[src/dtq_pkg.sv]
// ---------------------------------------------------------------------------
// dtq_pkg: shared types and constants for the delay timer queue
// Operation and result codes, widths and controller/datapath interface.
// ---------------------------------------------------------------------------
`default_nettype none
package dtq_pkg;
  localparam int MaxWaiters = 32;
  localparam int TaskIdBits = 8;
  localparam int IdxW = $clog2(MaxWaiters);
  localparam int CntW = $clog2(MaxWaiters + 1);

  typedef enum logic [1:0] {
    OP_TICK = 2'd0, OP_QUERY = 2'd1, OP_DELAY = 2'd2, OP_UNTIL = 2'd3
  } op_t;

  typedef enum logic [1:0] {
    K_TIME = 2'd0, K_WAKE = 2'd1, K_DONE = 2'd2, K_REJECT = 2'd3
  } kind_t;

  typedef struct packed {
    logic load;       // capture input item
    logic tick_inc;   // increment tick count
    logic rd_front;   // read entry 0
    logic rd_prev;    // read entry pos-1 (insert scan)
    logic rd_next;    // read entry pos+1 (pop shift)
    logic wr_shift_up;   // store read entry at pos, pos--
    logic wr_new;     // store new entry at pos, count++
    logic wr_shift_dn;   // store read entry at pos, pos++
    logic pop_done;   // count--
    logic ins_start;  // pos = count
    logic pop_start;  // pos = 0
  } dtq_cmd_t;

  typedef struct packed {
    op_t  op;
    logic full;
    logic empty;
    logic pos_zero;
    logic prev_gt;    // read deadline > new deadline
    logic front_due;  // read deadline <= tick count
    logic pos_end;    // pos+1 >= count
  } dtq_sts_t;
endpackage
`default_nettype wire

[src/dtq_datapath.sv]
// ---------------------------------------------------------------------------
// dtq_datapath: tick counter, sorted waiter memory and item capture
// Holds the sorted store in a single-port-read memory with registered read.
// ---------------------------------------------------------------------------
`default_nettype none
module dtq_datapath (
  input  wire logic                          clk,
  input  wire logic                          rst,
  input  wire dtq_pkg::dtq_cmd_t             cmd,
  output dtq_pkg::dtq_sts_t                  sts,
  input  wire logic [1:0]                    operation,
  input  wire logic [7:0]                    task_id,
  input  wire logic [31:0]                   tick_value,
  output logic [7:0]                         item_task,
  output logic [7:0]                         rd_task,
  output logic [31:0]                        tick_count
);
  import dtq_pkg::*;

  logic [TaskIdBits+31:0] mem [MaxWaiters];
  logic [TaskIdBits+31:0] rd_data;
  logic [CntW-1:0] count;
  logic [CntW-1:0] pos;
  logic [1:0] op;
  logic [31:0] deadline;
  logic [TaskIdBits-1:0] task_r;
  logic [IdxW-1:0] rd_addr;
  logic [CntW-1:0] pos_p1;

  assign pos_p1 = pos + CntW'(1);

  always_comb begin
    rd_addr = '0;
    if (cmd.rd_prev) rd_addr = IdxW'(pos - CntW'(1));
    else if (cmd.rd_next) rd_addr = IdxW'(pos_p1);
  end

  always_ff @(posedge clk) begin
    if (cmd.rd_front || cmd.rd_prev || cmd.rd_next) rd_data <= mem[rd_addr];
    if (cmd.wr_shift_up || cmd.wr_shift_dn) mem[IdxW'(pos)] <= rd_data;
    else if (cmd.wr_new) mem[IdxW'(pos)] <= {deadline, task_r};
  end

  always_ff @(posedge clk) begin
    if (rst) begin
      tick_count <= '0;
      count <= '0;
      pos <= '0;
    end else begin
      if (cmd.tick_inc) tick_count <= tick_count + 32'd1;
      if (cmd.ins_start) pos <= count;
      else if (cmd.pop_start) pos <= '0;
      else if (cmd.wr_shift_up) pos <= pos - CntW'(1);
      else if (cmd.wr_shift_dn) pos <= pos_p1;
      if (cmd.wr_new) count <= count + CntW'(1);
      else if (cmd.pop_done) count <= count - CntW'(1);
    end
  end

  always_ff @(posedge clk) begin
    if (cmd.load) begin
      op <= operation;
      task_r <= TaskIdBits'(task_id);
      deadline <= (operation == OP_DELAY) ? tick_count + tick_value : tick_value;
    end
  end

  always_comb begin
    sts.op = op_t'(op);
    sts.full = (count >= CntW'(MaxWaiters));
    sts.empty = (count == '0);
    sts.pos_zero = (pos == '0);
    sts.prev_gt = (rd_data[TaskIdBits+31:TaskIdBits] > deadline);
    sts.front_due = (rd_data[TaskIdBits+31:TaskIdBits] <= tick_count);
    sts.pos_end = (pos_p1 >= count);
  end

  assign item_task = 8'(task_r);
  assign rd_task = 8'(rd_data[TaskIdBits-1:0]);
endmodule
`default_nettype wire

[src/dtq_ctrl.sv]
// ---------------------------------------------------------------------------
// dtq_ctrl: sequencer for the delay timer queue
// Runs insert scans, front removal and result handshakes.
// ---------------------------------------------------------------------------
`default_nettype none
module dtq_ctrl (
  input  wire logic              clk,
  input  wire logic              rst,
  input  wire logic              valid,
  output logic                   ready,
  output logic                   res_valid,
  input  wire logic              res_ready,
  output logic [1:0]             res_kind,
  output logic                   res_last,
  output logic                   res_use_rd,
  output dtq_pkg::dtq_cmd_t      cmd,
  input  wire dtq_pkg::dtq_sts_t sts
);
  import dtq_pkg::*;

  typedef enum logic [3:0] {
    S_IDLE, S_DECODE, S_INS_RD, S_INS_CMP, S_POP_RD, S_POP_CHK,
    S_SHIFT_RD, S_SHIFT_WR, S_OUT
  } state_t;

  state_t state;
  logic   wake_pending;

  assign ready = (state == S_IDLE);

  always_comb begin
    cmd = '0;
    cmd.load = (state == S_IDLE) && valid;
    case (state)
      S_DECODE: begin
        if (sts.op == OP_TICK) begin
          cmd.tick_inc = 1'b1;
          cmd.pop_start = 1'b1;
        end else if ((sts.op == OP_DELAY || sts.op == OP_UNTIL) && !sts.full) begin
          cmd.ins_start = 1'b1;
        end
      end
      S_INS_RD: cmd.rd_prev = !sts.pos_zero;
      S_INS_CMP: begin
        if (sts.prev_gt && !sts.pos_zero) cmd.wr_shift_up = 1'b1;
        else cmd.wr_new = 1'b1;
      end
      S_POP_RD: begin
        cmd.rd_front = !sts.empty;
        cmd.pop_start = 1'b1;
      end
      S_SHIFT_RD: cmd.rd_next = 1'b1;
      S_SHIFT_WR: begin
        if (sts.pos_end) cmd.pop_done = 1'b1;
        else cmd.wr_shift_dn = 1'b1;
      end
      default: ;
    endcase
  end

  always_ff @(posedge clk) begin
    if (rst) begin
      state <= S_IDLE;
      res_valid <= 1'b0;
      res_kind <= K_TIME;
      res_last <= 1'b0;
      res_use_rd <= 1'b0;
      wake_pending <= 1'b0;
    end else begin
      case (state)
        S_IDLE: if (valid) state <= S_DECODE;
        S_DECODE: begin
          case (sts.op)
            OP_TICK: state <= S_POP_RD;
            OP_QUERY: begin
              res_valid <= 1'b1; res_kind <= K_TIME; res_last <= 1'b1;
              res_use_rd <= 1'b0; wake_pending <= 1'b0; state <= S_OUT;
            end
            default: begin
              if (sts.full) begin
                res_valid <= 1'b1; res_kind <= K_REJECT; res_last <= 1'b1;
                res_use_rd <= 1'b0; wake_pending <= 1'b0; state <= S_OUT;
              end else state <= S_INS_RD;
            end
          endcase
        end
        S_INS_RD: state <= sts.pos_zero ? S_INS_CMP : S_INS_CMP;
        S_INS_CMP: state <= (sts.prev_gt && !sts.pos_zero) ? S_INS_RD : S_IDLE;
        S_POP_RD: begin
          if (sts.empty) begin
            res_valid <= 1'b1; res_kind <= K_DONE; res_last <= 1'b1;
            res_use_rd <= 1'b0; wake_pending <= 1'b0; state <= S_OUT;
          end else state <= S_POP_CHK;
        end
        S_POP_CHK: begin
          if (sts.front_due) begin
            res_valid <= 1'b1; res_kind <= K_WAKE; res_last <= 1'b0;
            res_use_rd <= 1'b1; wake_pending <= 1'b1;
          end else begin
            res_valid <= 1'b1; res_kind <= K_DONE; res_last <= 1'b1;
            res_use_rd <= 1'b0; wake_pending <= 1'b0;
          end
          state <= S_OUT;
        end
        S_OUT: begin
          if (res_ready) begin
            res_valid <= 1'b0;
            state <= wake_pending ? S_SHIFT_RD : S_IDLE;
          end
        end
        S_SHIFT_RD: state <= S_SHIFT_WR;
        S_SHIFT_WR: state <= sts.pos_end ? S_POP_RD : S_SHIFT_RD;
        default: state <= S_IDLE;
      endcase
    end
  end
endmodule
`default_nettype wire

[src/delay_timer_queue.sv]
// ---------------------------------------------------------------------------
// delay_timer_queue: tick counter with a sorted queue of waiting tasks
// Wakes tasks in deadline order on each tick.
// ---------------------------------------------------------------------------
// Items are taken one at a time. A query or rejected request returns its
// result through the output handshake; an insert moves each later entry up
// one place in the sorted store; a tick wakes due tasks from the front and
// removes each by shifting the later entries down, all through the single
// read port of the waiter memory. Every result waits for res_ready. No
// clearing pass after reset.
`default_nettype none
module delay_timer_queue (
  input  wire logic        clk,
  input  wire logic        rst,
  input  wire logic        valid,
  output logic             ready,
  input  wire logic [1:0]  operation,
  input  wire logic [7:0]  task_id,
  input  wire logic [31:0] tick_value,
  output logic             res_valid,
  input  wire logic        res_ready,
  output logic [1:0]       kind,
  output logic [7:0]       task_id_res,
  output logic [31:0]      current_tick,
  output logic             last
);
  import dtq_pkg::*;

  dtq_cmd_t    cmd;
  dtq_sts_t    sts;
  logic [7:0]  item_task;
  logic [7:0]  rd_task;
  logic        use_rd;

  dtq_ctrl u_ctrl (
    .clk, .rst, .valid, .ready, .res_valid, .res_ready,
    .res_kind(kind), .res_last(last), .res_use_rd(use_rd), .cmd, .sts
  );

  dtq_datapath u_dp (
    .clk, .rst, .cmd, .sts, .operation, .task_id, .tick_value,
    .item_task, .rd_task, .tick_count(current_tick)
  );

  always_comb begin
    case (kind_t'(kind))
      K_WAKE: task_id_res = use_rd ? rd_task : item_task;
      K_DONE: task_id_res = '0;
      default: task_id_res = item_task;
    endcase
  end
endmodule
`default_nettype wire

[config.mk]
export PLATFORM = sky130hd
export DESIGN_NAME = delay_timer_queue
export DESIGN_NICKNAME = d
export VERILOG_FILES = /design/src/dtq_pkg.sv /design/src/dtq_datapath.sv /design/src/dtq_ctrl.sv /design/src/delay_timer_queue.sv
export SDC_FILE = /design/constraint.sdc
export NUM_CORES = 2
export LEC_CHECK = 0
export ABC_AREA = 1
export BUFFER_PORTS_ARGS = -buffer_cell sky130_fd_sc_hd__buf_2
export CORE_MARGIN = 2
export CORE_UTILIZATION = 63
export DETAILED_ROUTE_END_ITERATION = 10
export GPL_ROUTABILITY_DRIVEN = 0
export PLACE_DENSITY = 0.8
export REMOVE_ABC_BUFFERS = 1
export SLEW_MARGIN = 30
export SYNTH_ARGS = -nofsm -noshare
export SYNTH_HDL_FRONTEND = slang
export SYNTH_SLANG_ARGS = --single-unit
[constraint.sdc]
create_clock -name clk -period 6.7 [get_ports clk]
set_clock_uncertainty 0.2 [all_clocks]
set_input_delay 1.005 -clock clk [delete_from_list [all_inputs] [get_ports clk]]
set_output_delay 1.005 -clock clk [all_outputs]
set_load 0.02 [all_outputs]
==> key figures <==
Final layout
  • Fillcell total: between 6000 and 7000
  • Final design utilization: 0.709
  • Nets: around 6600
  • Area delta synth->final: 11.2%
  • Multi-input gate area: a little under 20000 um2
  • Share of layout cells above drive strength 1: 0.0804
  • Design Area, Final: between 70000 and 80000 um2
  • Sequential Area: 42000 um2

Global routing
  • Initial antenna violation count: 9
  • Largest net degree at the start of global routing: roughly 210
  • GR Overflow Total: 0
  • Global-route wire length before repair: around 290 mm
  • Vias in the first global route: 47811
  • GRT Util Overall: 0.356

Critical path
  • Worst path slowest cell: buf_4
  • CP cell instances: inv_8 > ha_1 > ha_1 > inv_1 > nor2_1 > o21ai_0 > nand4_1 > nand2_1 > nand2_1 > nor2_4 > buf_4
  • CP arrival: between 4 and 5 ns
  • Buffers & Inverters on Critical Path: 3
  • Critical path class: flop to flop
  • Max stage delay on crit path: 0.76 ns
  • Critical path capture point type: flop
  • CP Data Required Time: just under 7 ns
  • CP Launch Type: flop
  • Crit path max-delay family: simple AND/OR/NAND/NOR gates
  • Worst-path fanout max: 113

Synthesis
  • Synth Instances: 6441
  • Most area-consuming cells after synthesis: edfxtp_1 63%, nand2_1 11%, nand3_1 10%, inv_1 3.4%, ha_1 2.1%
  • Synthesis-stage register bit count: between 1000 and 1500
  • Async set-reset flop share out of synthesis: 0
  • Yosys cell types: 46
  • Top cell type's share of synthesized area: 0.628
  • Post-synth EDFFs: between 1000 and 1500
  • Ys Warns: 0
  • Mapped Area: between 60000 and 70000 um2
  • Sequential-to-total area share from yosys stat: 0.644
  • Largest area contributor in the netlist: edfxtp_1
  • Main flop type after synthesis: edfxtp_1
  • Synthesized area per cell: about 10 um2

Placement
  • DP Wirelength: roughly 110 mm
  • Placed instance area: 67400 um2
  • # port buffers: 90

Min path
  • Path category of the worst min-delay check: primary input to flop

Clocking
  • Clock root buffer: clkbuf_16
  • Clock slew at reported path FFs: approximately 0.060 ns
  • Htree depth: 4
  • Clock Path Buffers: 3
  • CTS tree: yes
  • Post-CTS Setup Repair Bufs: 0
  • CTS Sinks: between 1000 and 1500
  • Worst-skew pair later-pin latency: approximately 0.77 ns
  • Post-cts gate resize count: 0
  • Num CTS Buffers: about 150
  • Hold-fix buffers, CTS: 0

Status
  • Outcome: finished, violations left
  • Violated checks: design-rule violations

STA
  • Fmax: between 0.2 and 0.25 GHz
  • Final hold violation count: 0
  • Final TNS setup: 0 ns
  • Worst slew pin tran: between 1 and 1.5 ns
  • RSZ-0062 raised after global routing: false
  • Tcrit/Tclk final: 0.714
  • Relative slew slack: 0.286
  • Slew Viols, Final: 0
  • Final setup fails: 0
  • Final min period: between 4 and 5 ns

Pwr
  • Worst VDD drop: 0.501 mV
  • Cell Int Power: 16.4 mW
  • Tot Pwr: approximately 25 mW
  • Leak: between 20 and 30 nW
  • Switch share: 0.336
  • Share of power burned in registers: 0.414
  • Pwr Density: roughly 340 nW/um2
  • Net Switching: between 8 and 9 mW
  • Clock power frac: 0.331
  • Gate power share: 0.255

Route
  • Detail Route Antenna Nets: 0
  • Pre-antenna DRT Iters: 11
  • Vias: approximately 50000
  • Initial detailed-routing violation count: roughly 7900
  • DRC: 1
  • Routed WL per cell: about 24 um
  • Final wirelength: 192 mm
  • Vias/cell: 6.30

Floorplanning
  • Initial Util: 0.637
  • Rows: 117
  • I/O pin total: 91
  • Die X: about 330 um
  • Die H: about 330 um
  • Die footprint: roughly 110000 um2
  • Core box area: 102000 um2

Run
  • Max Cap Viol: 0
[final timing paths]
check | startpoint | to | slack [ns] | depth (start not counted)
setup / recovery | u_dp.pos[0] | u_dp.mem[3][32] | 1.91 | 11
hold reg to reg | u_ctrl.wake_pending | u_ctrl.wake_pending | 0.28 | 2
hold / removal | task_id[1] | u_dp.item_task[1] | 0.21 | 1
setup reg to reg | u_dp.pos[0] | u_dp.mem[3][32] | 1.91 | 11
[state kept, by name (all words and copies together) (netlist names)]
signal               flops
u_ctrl.res_last          1
u_dp.op                  2
u_ctrl.state             4
u_dp.tick_count         32
u_ctrl.res_kind          2
u_dp.rd_data            40
u_dp.count               6
u_dp.item_task           8
u_dp.pos                 6
u_dp.deadline           32
u_ctrl.wake_pending      1
u_dp.mem              1280
u_ctrl.res_valid         1
[cells in the mapped netlist, types with 2 or more instances]
master,instances
o21ai_1,4
nor4_1,3
o22ai_1,2
nor2_4,2
nor3b_1,5
nor2_2,2
o21bai_1,7
nand2_2,2
buf_1,39
edfxtp_1,1362
nand3_2,2
nor3_2,2
a21oi_1,114
nand4_1,28
nand3b_1,82
ha_1,111
clkinv_1,2
buf_2,181
o21ai_2,2
inv_1,595
dfxtp_1,53
nor3_1,36
buf_4,15
nand3_1,1355
nand2_1,1946
fa_1,2
nor2_1,150
a311oi_1,2
a211oi_1,9
inv_2,8
a21o_1,6
or2_2,4
xor2_1,19
buf_6,18
a31oi_1,10
xnor2_1,12
clkbuf_1,113
a21boi_0,3
nand2_4,3
o21ai_0,114
o21a_1,11
[layout make-up]
type                            count  share of cell area
Tap cell                         1368              0.0236
Inverter                          605              0.0316
Clock inverter                     79              0.0122
Timing Repair Buffer              234              0.0291
Sequential cell                  1415               0.579
Antenna cell                        5            0.000173
Multi-Input combinational cell   4055               0.271
Clock buffer                      181              0.0531
[power groups by stage]
stage	Sequential, mW	Clock [mW]	Combinational, mW
finish	10.2	8.15	6.28
global route	10.2	8.48	6.69
CTS	10.2	8.15	6.01
detailed placement	10.4	0	5.96
global placement	10.4	0	5.83
floorplan	10.4	0	3.88
[kinds of logic after synthesis]
group	share of synthesized area
AO/OA/AOI/OAI	0.0241
AND/OR/NAND/NOR	0.243
adder cells (fa/ha/maj)	0.0219
buffers and inverters	0.0624
XOR/XNOR	0.00417
flip-flops	0.644
[metal layers]
metal | share of wire | track usage | vias to the layer above | wire (um)
met4 | 0.055 | 0.183 | 8 | 10500
met1 | 0.35 | 0.476 | 23397 | 67300
met5 | 0.0017 | 0.0169 | - | 321
met2 | 0.45 | 0.545 | 3986 | 86700
li1 | - | - | 21975 | -
met3 | 0.14 | 0.0846 | 692 | 27100
[cells in the final DEF (no fill, tap or decap), types with 7 or more instances in the layout]
cell and instances:
nand3_1 1354, dfxtp_1 53, nand4_1 28, a21oi_1 113, clkinv_2 15, clkbuf_16 149
ha_1 111, a31oi_1 10, buf_12 26, nor2_4 35, clkinv_1 27, xnor2_1 12
buf_16 11, o21bai_1 7, buf_2 90, edfxtp_1 1362, inv_1 593, o21a_1 11
nand2_1 1944, nand3b_1 82, inv_2 7, nor2_1 117, buf_4 102, o21ai_4 14
xor2_1 19, inv_6 10, o21ai_1 19, clkbuf_1 32, a211oi_1 9, o21ai_0 75
o21ai_2 12, bufinv_16 16, nor3_1 36
[stage by stage]
step / instances / hold WS [ns] / setup slack (ns)
after CTS: 7927 / 0.188 / 1.95
after floorplan: 6075 / 0.239 / -15.81
after detailed placement: 7667 / 0.274 / 1.96
after global routing: 7938 / 0.209 / 1.67
after global placement: 7658 / 0.256 / 1.87
final: 7942 / 0.212 / 1.91
No activity file was read; power rests on OpenSTA's default activity.
